$ cat src/lps_pkg.sv
// Shared types and constants for the line pixel stepper.
`timescale 1ns / 1ps

package lps_pkg;

    // Coordinate fields on the ports are fixed at this width.
    localparam int COORD_FIELD_W = 12;
    localparam int COLOR_W       = 16;
    localparam int COORD_BITS_DEFAULT = 12;

    typedef logic [COORD_FIELD_W-1:0] t_coord_field;
    typedef logic [COLOR_W-1:0]       t_color;

    typedef enum logic {
        ACT_START = 1'b0,
        ACT_STEP  = 1'b1
    } t_action;

    typedef enum logic [1:0] {
        DIR_NONE = 2'b00,
        DIR_POS  = 2'b01,
        DIR_NEG  = 2'b10
    } t_dir;

    typedef struct packed {
        logic         action;
        t_coord_field x_start;
        t_coord_field y_start;
        t_coord_field x_end;
        t_coord_field y_end;
        t_color       draw_color;
    } t_in_item;

    typedef struct packed {
        t_coord_field pixel_x;
        t_coord_field pixel_y;
        t_color       pixel_color;
        logic         last_pixel;
    } t_out_item;

endpackage

$ cat src/lps_axis.sv
// One axis of the line stepper: delta and direction setup, and the error step.
`timescale 1ns / 1ps

module lps_axis
    import lps_pkg::*;
#(
    parameter int COORD_BITS = COORD_BITS_DEFAULT
) (
    // Setup side, used when a line is started.
    input  logic [COORD_BITS-1:0]   i_from,
    input  logic [COORD_BITS-1:0]   i_to,
    output logic [COORD_BITS-1:0]   o_mag,
    output t_dir                    o_dir,
    // Step side, used when a pixel is emitted.
    input  logic [COORD_BITS-1:0]   i_cur,
    input  logic [COORD_BITS+1:0]   i_err,
    input  logic [COORD_BITS-1:0]   i_mag,
    input  t_dir                    i_dir,
    input  logic [COORD_BITS-1:0]   i_major,
    output logic [COORD_BITS-1:0]   o_cur,
    output logic [COORD_BITS+1:0]   o_err
);

    localparam int ERR_W = COORD_BITS + 2;

    logic [ERR_W-1:0] sum;
    logic [ERR_W-1:0] major_ext;

    always_comb begin
        if (i_to > i_from) begin
            o_mag = i_to - i_from;
            o_dir = DIR_POS;
        end else if (i_to == i_from) begin
            o_mag = '0;
            o_dir = DIR_NONE;
        end else begin
            o_mag = i_from - i_to;
            o_dir = DIR_NEG;
        end
    end

    assign sum       = i_err + ERR_W'(i_mag);
    assign major_ext = ERR_W'(i_major);

    always_comb begin
        o_err = sum;
        o_cur = i_cur;
        if (sum > major_ext) begin
            o_err = sum - major_ext;
            case (i_dir)
                DIR_POS: o_cur = i_cur + COORD_BITS'(1);
                DIR_NEG: o_cur = i_cur - COORD_BITS'(1);
                default: o_cur = i_cur;
            endcase
        end
    end

endmodule

$ cat src/line_pixel_stepper_top.sv
// Top level of the line pixel stepper: input register, line state and result register.
`timescale 1ns / 1ps

// Usage:
// The input channel (i_in_valid, o_in_ready, i_in_data) takes commands. A start
// command loads two endpoints and a color and produces no pixel. A step command
// emits the current pixel of the active line on the output channel
// (o_out_valid, i_out_ready, o_out_data) and advances the line. A step with no
// active line is consumed silently. A line of major distance D yields D+2
// pixels; the first pixel appears twice and the last carries last_pixel.
// An accepted command is held in the input register, from which its pixel loads
// the result register. Commands are taken one per cycle while the receiver does
// not stall; each axis error accumulator on the line state does its add,
// compare and subtract combinationally. When the receiver stalls, the result
// register holds its pixel and the input register keeps one more command;
// o_in_ready drops only when both are full and the held command would produce
// a pixel.
// Reset (synchronous, active low) empties both registers and drops any line.

module line_pixel_stepper_top
    import lps_pkg::*;
#(
    parameter int COORD_BITS = COORD_BITS_DEFAULT
) (
    input  logic      i_clk,
    input  logic      i_rst_n,
    input  logic      i_in_valid,
    output logic      o_in_ready,
    input  t_in_item  i_in_data,
    output logic      o_out_valid,
    input  logic      i_out_ready,
    output t_out_item o_out_data
);

    localparam int ERR_W  = COORD_BITS + 2;
    localparam int LEFT_W = COORD_BITS + 1;

    logic                  r_in_vld;
    t_in_item              r_in;

    logic                  r_active, n_active;
    logic [COORD_BITS-1:0] r_col, n_col;
    logic [COORD_BITS-1:0] r_row, n_row;
    logic [COORD_BITS-1:0] r_dx, n_dx;
    logic [COORD_BITS-1:0] r_dy, n_dy;
    logic [COORD_BITS-1:0] r_major, n_major;
    t_dir                  r_col_dir, n_col_dir;
    t_dir                  r_row_dir, n_row_dir;
    logic [ERR_W-1:0]      r_col_err, n_col_err;
    logic [ERR_W-1:0]      r_row_err, n_row_err;
    logic [LEFT_W-1:0]     r_left, n_left;
    t_color                r_color, n_color;

    logic                  r_out_vld;
    t_out_item             r_out;

    logic                  is_step;
    logic                  produce;
    logic                  advance;
    logic                  in_fire;

    logic [COORD_BITS-1:0] xs, ys, xe, ye;
    logic [COORD_BITS-1:0] setup_dx, setup_dy;
    t_dir                  setup_col_dir, setup_row_dir;
    logic [COORD_BITS-1:0] step_col, step_row;
    logic [ERR_W-1:0]      step_col_err, step_row_err;
    logic [COORD_BITS-1:0] setup_major;
    logic [LEFT_W-1:0]     left_dec;

    assign is_step = (r_in.action == ACT_STEP);
    assign produce = r_in_vld && is_step && r_active;
    // A command that makes no pixel never waits on the output side.
    assign advance = r_in_vld && (!produce || !r_out_vld || i_out_ready);
    assign o_in_ready = !r_in_vld || advance;
    assign in_fire    = i_in_valid && o_in_ready;

    assign xs = COORD_BITS'(r_in.x_start);
    assign ys = COORD_BITS'(r_in.y_start);
    assign xe = COORD_BITS'(r_in.x_end);
    assign ye = COORD_BITS'(r_in.y_end);

    lps_axis #(.COORD_BITS(COORD_BITS)) u_col_axis (
        .i_from  (xs),
        .i_to    (xe),
        .o_mag   (setup_dx),
        .o_dir   (setup_col_dir),
        .i_cur   (r_col),
        .i_err   (r_col_err),
        .i_mag   (r_dx),
        .i_dir   (r_col_dir),
        .i_major (r_major),
        .o_cur   (step_col),
        .o_err   (step_col_err)
    );

    lps_axis #(.COORD_BITS(COORD_BITS)) u_row_axis (
        .i_from  (ys),
        .i_to    (ye),
        .o_mag   (setup_dy),
        .o_dir   (setup_row_dir),
        .i_cur   (r_row),
        .i_err   (r_row_err),
        .i_mag   (r_dy),
        .i_dir   (r_row_dir),
        .i_major (r_major),
        .o_cur   (step_row),
        .o_err   (step_row_err)
    );

    assign setup_major = (setup_dx > setup_dy) ? setup_dx : setup_dy;
    assign left_dec    = r_left - LEFT_W'(1);

    always_comb begin
        n_active  = r_active;
        n_col     = r_col;
        n_row     = r_row;
        n_dx      = r_dx;
        n_dy      = r_dy;
        n_major   = r_major;
        n_col_dir = r_col_dir;
        n_row_dir = r_row_dir;
        n_col_err = r_col_err;
        n_row_err = r_row_err;
        n_left    = r_left;
        n_color   = r_color;
        if (advance) begin
            if (!is_step) begin
                n_active  = 1'b1;
                n_col     = xs;
                n_row     = ys;
                n_dx      = setup_dx;
                n_dy      = setup_dy;
                n_major   = setup_major;
                n_col_dir = setup_col_dir;
                n_row_dir = setup_row_dir;
                n_col_err = '0;
                n_row_err = '0;
                n_left    = LEFT_W'(setup_major) + LEFT_W'(2);
                n_color   = r_in.draw_color;
            end else if (r_active) begin
                n_left    = left_dec;
                n_active  = (left_dec != '0);
                n_col     = step_col;
                n_row     = step_row;
                n_col_err = step_col_err;
                n_row_err = step_row_err;
            end
        end
    end

    always_ff @(posedge i_clk) begin
        if (!i_rst_n) begin
            r_in_vld  <= 1'b0;
            r_out_vld <= 1'b0;
            r_active  <= 1'b0;
            r_left    <= '0;
        end else begin
            if (in_fire) begin
                r_in_vld <= 1'b1;
            end else if (advance) begin
                r_in_vld <= 1'b0;
            end
            if (advance && produce) begin
                r_out_vld <= 1'b1;
            end else if (i_out_ready) begin
                r_out_vld <= 1'b0;
            end
            r_active <= n_active;
            r_left   <= n_left;
        end
    end

    always_ff @(posedge i_clk) begin
        if (in_fire) begin
            r_in <= i_in_data;
        end
        if (advance && produce) begin
            r_out.pixel_x     <= t_coord_field'(r_col);
            r_out.pixel_y     <= t_coord_field'(r_row);
            r_out.pixel_color <= r_color;
            r_out.last_pixel  <= (r_left == LEFT_W'(1));
        end
        r_col     <= n_col;
        r_row     <= n_row;
        r_dx      <= n_dx;
        r_dy      <= n_dy;
        r_major   <= n_major;
        r_col_dir <= n_col_dir;
        r_row_dir <= n_row_dir;
        r_col_err <= n_col_err;
        r_row_err <= n_row_err;
        r_color   <= n_color;
    end

    assign o_out_valid = r_out_vld;
    assign o_out_data  = r_out;

    // An active line always has pixels left, an idle one none.
    a_active_left: assert property (@(posedge i_clk) disable iff (!i_rst_n)
        (r_active == (r_left != '0)))
        else $error("line active flag disagrees with pixel count");

    // Error accumulators never exceed the major distance on an active line.
    a_err_bound: assert property (@(posedge i_clk) disable iff (!i_rst_n)
        r_active |-> (r_col_err <= ERR_W'(r_major)) && (r_row_err <= ERR_W'(r_major)))
        else $error("error accumulator exceeds major distance");

    // Emitting the flagged last pixel ends the line.
    a_last_ends: assert property (@(posedge i_clk) disable iff (!i_rst_n)
        (advance && produce && (r_left == LEFT_W'(1))) |=> !r_active)
        else $error("line still active after last pixel");

    // A held command is not lost while it waits for the result register.
    a_in_held: assert property (@(posedge i_clk) disable iff (!i_rst_n)
        (r_in_vld && !advance) |=> r_in_vld && $stable(r_in))
        else $error("stalled command dropped or changed");

endmodule
$ cat config.mk
export PLATFORM = sky130hd
export DESIGN_NAME = line_pixel_stepper_top
export DESIGN_NICKNAME = d
export VERILOG_FILES = /design/src/lps_pkg.sv /design/src/lps_axis.sv /design/src/line_pixel_stepper_top.sv
export SDC_FILE = /design/constraint.sdc
export NUM_CORES = 1
export LEC_CHECK = 0
export ABC_AREA = 1
export BUFFER_PORTS_ARGS = -buffer_cell sky130_fd_sc_hd__buf_2
export CAP_MARGIN = 20
export CELL_PAD_IN_SITES_DETAIL_PLACEMENT = 2
export CELL_PAD_IN_SITES_GLOBAL_PLACEMENT = 2
export CORE_UTILIZATION = 35
export CTS_BUF_LIST = sky130_fd_sc_hd__clkbuf_8
export DETAILED_ROUTE_END_ITERATION = 8
export PLACE_DENSITY_LB_ADDON = 0.08
export SKIP_LAST_GASP = 1
export SLEW_MARGIN = 20
export SYNTH_ARGS = -nofsm -noshare
export SYNTH_HDL_FRONTEND = slang
export SYNTH_HIERARCHICAL = 1
export SYNTH_SLANG_ARGS = --single-unit
$ cat constraint.sdc
create_clock -name i_clk -period 4.55 [get_ports i_clk]
set_input_delay 1.1375 -clock i_clk [delete_from_list [all_inputs] [get_ports i_clk]]
set_output_delay 1.1375 -clock i_clk [all_outputs]
set_load 0.02 [all_outputs]
# Word level (Yosys, flattened, before mapping)
# Index checks and enable logic that the tools add are counted.
# Widths: inputs -> output; s select.
dict set report classes {
  addsub 14
  magnitude_cmp 5
  n_eq_ne 12
  n_mux 27
  bitwise 1
  reduce_logical 18
}
# operator n
set ops {}
lappend ops {{$mux 12} 11}
lappend ops {{$mux 14} 4}
lappend ops {{$pmux 12 s2} 2}
lappend ops {{$sub 12x12->12} 4}
lappend ops {{$gt 12x12->1} 3}
lappend ops {{$add 14x12->14} 2}
lappend ops {{$gt 14x12->1} 2}
lappend ops {{$sub 14x12->14} 2}
lappend ops {{$mux 13} 2}
lappend ops {{$add 12x1->12 const B} 2}
lappend ops {{$eq 12x12->1} 2}
lappend ops {{$sub 12x1->12 const B} 2}
lappend ops {{$add 12x2->13 const B} 1}
lappend ops {{$eq 13x1->1 const B} 1}
lappend ops {{$reduce_bool 13->1} 1}
lappend ops {{$sub 13x1->13 const B} 1}
lappend ops {{$reduce_and 4->1} 2}
lappend ops {{$mux 1} 6}
lappend ops {{$ne 2x1->1 const B} 3}
lappend ops {{$ne 3x1->1 const B} 2}
lappend ops {{$logic_and 1x1->1} 5}
lappend ops {{$eq 2x1->1 const B} 2}
lappend ops {{$eq 2x2->1 const B} 2}
lappend ops {{$mux 2} 2}
lappend ops {{other kinds (5)} 11}
dict set report word_totals {
  reg_bits 230
  inputBits 69
  out_inout_bits 43
  word_cells 101
}

# Logic depth before layout (Yosys ltp)
dict set report depth {
  depth_word 9
  mapped_depth 33
  depth_no_buf 31
}

# By module
# The synthesis kept the hierarchy.
# mod instances cells_per_inst area_per_inst_um2 seq_area_each_um2
set modules_own_cells {}
lappend modules_own_cells {line_pixel_stepper_top 1 637 8754.6 6746.5}
lappend modules_own_cells {{lps_axis (u_col_axis)} 1 684 3694.8 0.0}
lappend modules_own_cells {{lps_axis (u_row_axis)} 1 615 3468.3 0.0}

# Worst setup path before layout
# No wires, ideal clock.
dict set report synth_path {
  kind {input port to flip-flop}
  startpoint {input i_out_ready}
  endpoint {register r_in (netlist bit is_step) (enable)}
  setup_time_ns 0.488
  arrival_ns 4.029
  t_required_ns 4.062
  path_slack_ns 0.033
  cell_stages 4
  path_buffers 0
  cell_sequence {inv_1 > nand2_1 > nor2_1 > nor2_1}
}
dict set report synth_via {
  elab_chain_len 4
}
# item line_no
set synth_lines {}
lappend synth_lines {{start: declaration} line_pixel_stepper_top.sv:31} ;# input logic i_out_ready,
lappend synth_lines {{$logic_or 1x1->1} line_pixel_stepper_top.sv:73} ;# assign advance = r_in_vld && (!produce || !r_out_vld || i_out_ready);
lappend synth_lines {{$logic_and 1x1->1} line_pixel_stepper_top.sv:73}
lappend synth_lines {{$logic_or 1x1->1} line_pixel_stepper_top.sv:74} ;# assign o_in_ready = !r_in_vld || advance;
lappend synth_lines {{$logic_and 1x1->1} line_pixel_stepper_top.sv:75} ;# assign in_fire = i_in_valid && o_in_ready;
lappend synth_lines {{net in_fire} line_pixel_stepper_top.sv:60} ;# logic in_fire;
lappend synth_lines {{end signal: assignment} line_pixel_stepper_top.sv:175} ;# r_in <= i_in_data;
lappend synth_lines {{end: declaration} line_pixel_stepper_top.sv:39} ;# t_in_item r_in;
# The timed path passes the listed nets, and every way through them passes these cells.
# A chain may end at the register's enable or synchronous reset.

# Final worst setup path
dict set report layout_path {
  startpoint {register r_in (netlist bit xs[4])}
  endpoint {register r_left[11]}
}
dict set report layout_via {
  elab_chain_len 7
  elab_cells_between_ends 10
  cone_classes {add/sub (3); order compare (2); eq/ne (1); mux (4)}
}
# item line_no
set layout_lines {}
lappend layout_lines {{$sub 12x12->12 or $eq 12x12->1 (tied branches)} {lps_axis.sv:37, lps_axis.sv:33}}
lappend layout_lines {{$mux 12} lps_axis.sv:33} ;# end else if (i_to == i_from) begin
lappend layout_lines {{$mux 12 *} lps_axis.sv:30} ;# if (i_to > i_from) begin
lappend layout_lines {{net setup_dx[11]} line_pixel_stepper_top.sv:63} ;# logic [COORD_BITS-1:0] setup_dx, setup_dy;
lappend layout_lines {{$gt 12x12->1 *} line_pixel_stepper_top.sv:110} ;# assign setup_major = (setup_dx > setup_dy) ? setup_dx : setup_dy;
lappend layout_lines {{$mux 12 *} line_pixel_stepper_top.sv:110}
lappend layout_lines {{net setup_major[6]} line_pixel_stepper_top.sv:67} ;# logic [COORD_BITS-1:0] setup_major;
lappend layout_lines {{$add 12x2->13 *} line_pixel_stepper_top.sv:138} ;# n_left = LEFT_W'(setup_major) + LEFT_W'(2);
lappend layout_lines {{$mux 13 *} line_pixel_stepper_top.sv:127} ;# if (!is_step) begin
lappend layout_lines {{end signal: assignment} line_pixel_stepper_top.sv:169} ;# r_left <= n_left;
lappend layout_lines {{end: declaration} line_pixel_stepper_top.sv:51} ;# logic [LEFT_W-1:0] r_left, n_left;
# The timed path passes the listed nets; every way through them passes the cells marked *.

==> out/results.ini <==
[placement]
globalplace.congestion=0.872
placed_cells=2633
port_buffers=111
dp.final_hpwl_mm=40.2
place_area_sq_um=17300

[synth]
yosys_most_used_dff=edfxtp_1
yosys.area.top_type=edfxtp_1
syn_nets=2147
syn_avg_cell_area_sq_um=8.22
synth.cell_area_sq_um=15900
synth-async-reset-ratio_pct=0
postSynthCellCount=1936
synthDominantCellAreaShare_pct=40.4
ys_warn_count=6
yosys-top-cells-area=edfxtp_1 (40%), nand2_1 (13%), ha_1 (10%)
synth_edf_count=214
synth_cell_types=52
synth-seq-cells=230
ys_seq_area_share_pct=42.4

[setup_path]
reg2reg_depth=27
reg2reg_from=xs[4]
crit_required_ns=5.05
arrival_ns=4.82
cp_slowest_cell=edfxtp_1
critPathCaptureType=register
startpoint=xs[4]
cp_slowest_stage_delay_ns=0.39
cp_max_fo=11
worstSetupStartpointType=register
cpMostUsedCell=nand2_1
path_class=register to register

[clocking]
htreeDepth=2
cts_hold_buffers=0
clkSinkCount=230
clk_pin_slew_ns=0.06
cts-root-buf=clkbuf_8
worst_skew_pair.late_latency_ns=0.61
cts_tree=yes
cts_buffers=46
cts_buffer_depth=3

[power_and_ir_drop]
p_leak_nw=8.91
max-vdd-ir-drop_mv=0.330
power_density_nw_per_um2=499

[detailed_routing]
ant_nets=0
dr.first_iter.drc_count=453
wl_per_cell_microns=19.2
drc=0
routed-via-count=13745
via_per_inst=5.04
routed_wl_mm=52.4
first_pass_iters=4

[sta]
worstMarginPinSlew_ns=0.991
fmax_mhz=232
slew_headroom_pct=33.8
drv_slew=0
finalCriticalPeriod_ns=4.32
min_period_over_period_pct=94.9
clock_skew_ns=0.0187
whs_ns=0.414
hold_violations=0
setup_viol=0

[hold_path]
hold_start=r_in[6]
hold_path_depth=0
hold_class=register to register

[final_layout]
final_common_cell=nand2_1
final_cell_area_sq_um=18400
finalNetCount=2311
area_delta_synth_final_pct=15.8
diodes=0
fin_cells=2728
drive_gt1_share_pct=15.4
final_cell_mix=nand2_1 (568), inv_1 (270), edfxtp_1 (214)

[global_routing]
track_usage_pct=22.6
global_route.overflow_total=0
grt_pass1_wl_mm=82.7
grt_max_degree=67
grt_pass1_vias=15359
antenna_found_initial=2

[run]
cap_violations=0

[die]
die_area_sq_um=46300
io_pins=112
rows=77
coreArea_sq_um=44500
start_util_pct=35.8
die_x_microns=215
die_height_microns=215

[outcome]
status=completed

cell families after synthesis:
family | count (synthesis) | synth area share, %
AND/OR/NAND/NOR | 946 | 25.9
AO/OA/AOI/OAI | 214 | 7.40
adder cells (fa/ha/maj) | 142 | 11.6
buffers and inverters | 320 | 8.06
flip-flops | 230 | 42.4
XOR/XNOR | 84 | 4.62
worst paths after layout:
kind	slack, ns	to
worst max register to register	0.23	r_left[11]
worst min register to register	0.41	r_color[6]
worst max-delay path	0.23	r_left[11]
worst min-delay path	0.41	r_color[6]
per-stage QoR:
stage / utilization (%) / power [mW] / setup WS [ns] / TNS (ns)
after floorplan: - / 5.64 / 0.0327 / 0
after global placement: 38.9 / 6.69 / 0.239 / 0
after detailed placement: 38.9 / 6.88 / -0.134 / -0.315
after CTS: 40.9 / 9.17 / 0.0348 / 0
after global routing: 41.4 / 9.87 / -0.0398 / -0.116
final: 41.4 / 9.20 / 0.231 / 0
power breakdown:
part	internal, mW	switching, mW	total [mW]
clock	1.19	0.995	2.18
combinational	1.49	2.81	4.31
sequential	2.59	0.115	2.71
layout make-up:
class	instances	area, sq um
multi-input combinational	1386	8060
clock inverter	37	258
tap	592	741
fill	5165	26100
inverter	277	1050
sequential	230	6750
clock buffer	47	647
timing repair buffer	159	928
metal layers:
metal / GRT usage (%) / share of wire, % / up-vias
met2: 37.4 / 46 / 200
met3: 3.01 / 3.0 / 76
met4: 6.45 / 2.3 / 0
met5: 0 / 0 / -
met1: 30.9 / 49 / 6776
li1: - / - / 6693
state kept, by name, indices dropped and copies added, names as in the netlist, 13 cells and up:
name	count
o_out_data	41
r_col_err	14
r_color	16
r_in	16
r_left	13
r_row_err	14
cells in the mapped netlist, types with 3 or more instances:
master and n:
a211oi_1 6, a21o_1 8, a21oi_1 96, a31oi_1 9, buf_1 5, buf_2 15
buf_6 6, clkbuf_1 11, clkbuf_2 4, dfxtp_1 16, edfxtp_1 214, fa_1 10
ha_1 132, inv_1 261, inv_2 12, nand2_1 570, nand2_2 19, nand2_4 6
nand3_1 160, nand3_2 6, nand3b_1 8, nand4_1 25, nor2_1 114, nor2_2 5
nor2_4 3, nor3_1 12, o21a_1 3, o21ai_0 65, o21ai_1 10, o21bai_1 5
or2_2 8, xnor2_1 29, xor2_1 55
what timing repair did:
item | 4_1_cts | 5_1_grt
endpoints found under the setup margin | 5 | 10
pin swaps | 1 | 2
setup buffers | 1 | 10
resized for setup | 6 | 43
worst max-delay path, delay by kind of cell (launching register included):
kind                     cells  cell delay [ns]
adder cells (fa/ha/maj)      2             0.65
AO/OA/AOI/OAI                3             0.74
flip-flops                   1             0.39
buffers and inverters        5             0.47
AND/OR/NAND/NOR             17             1.96
(Power assumes the default switching activity.)
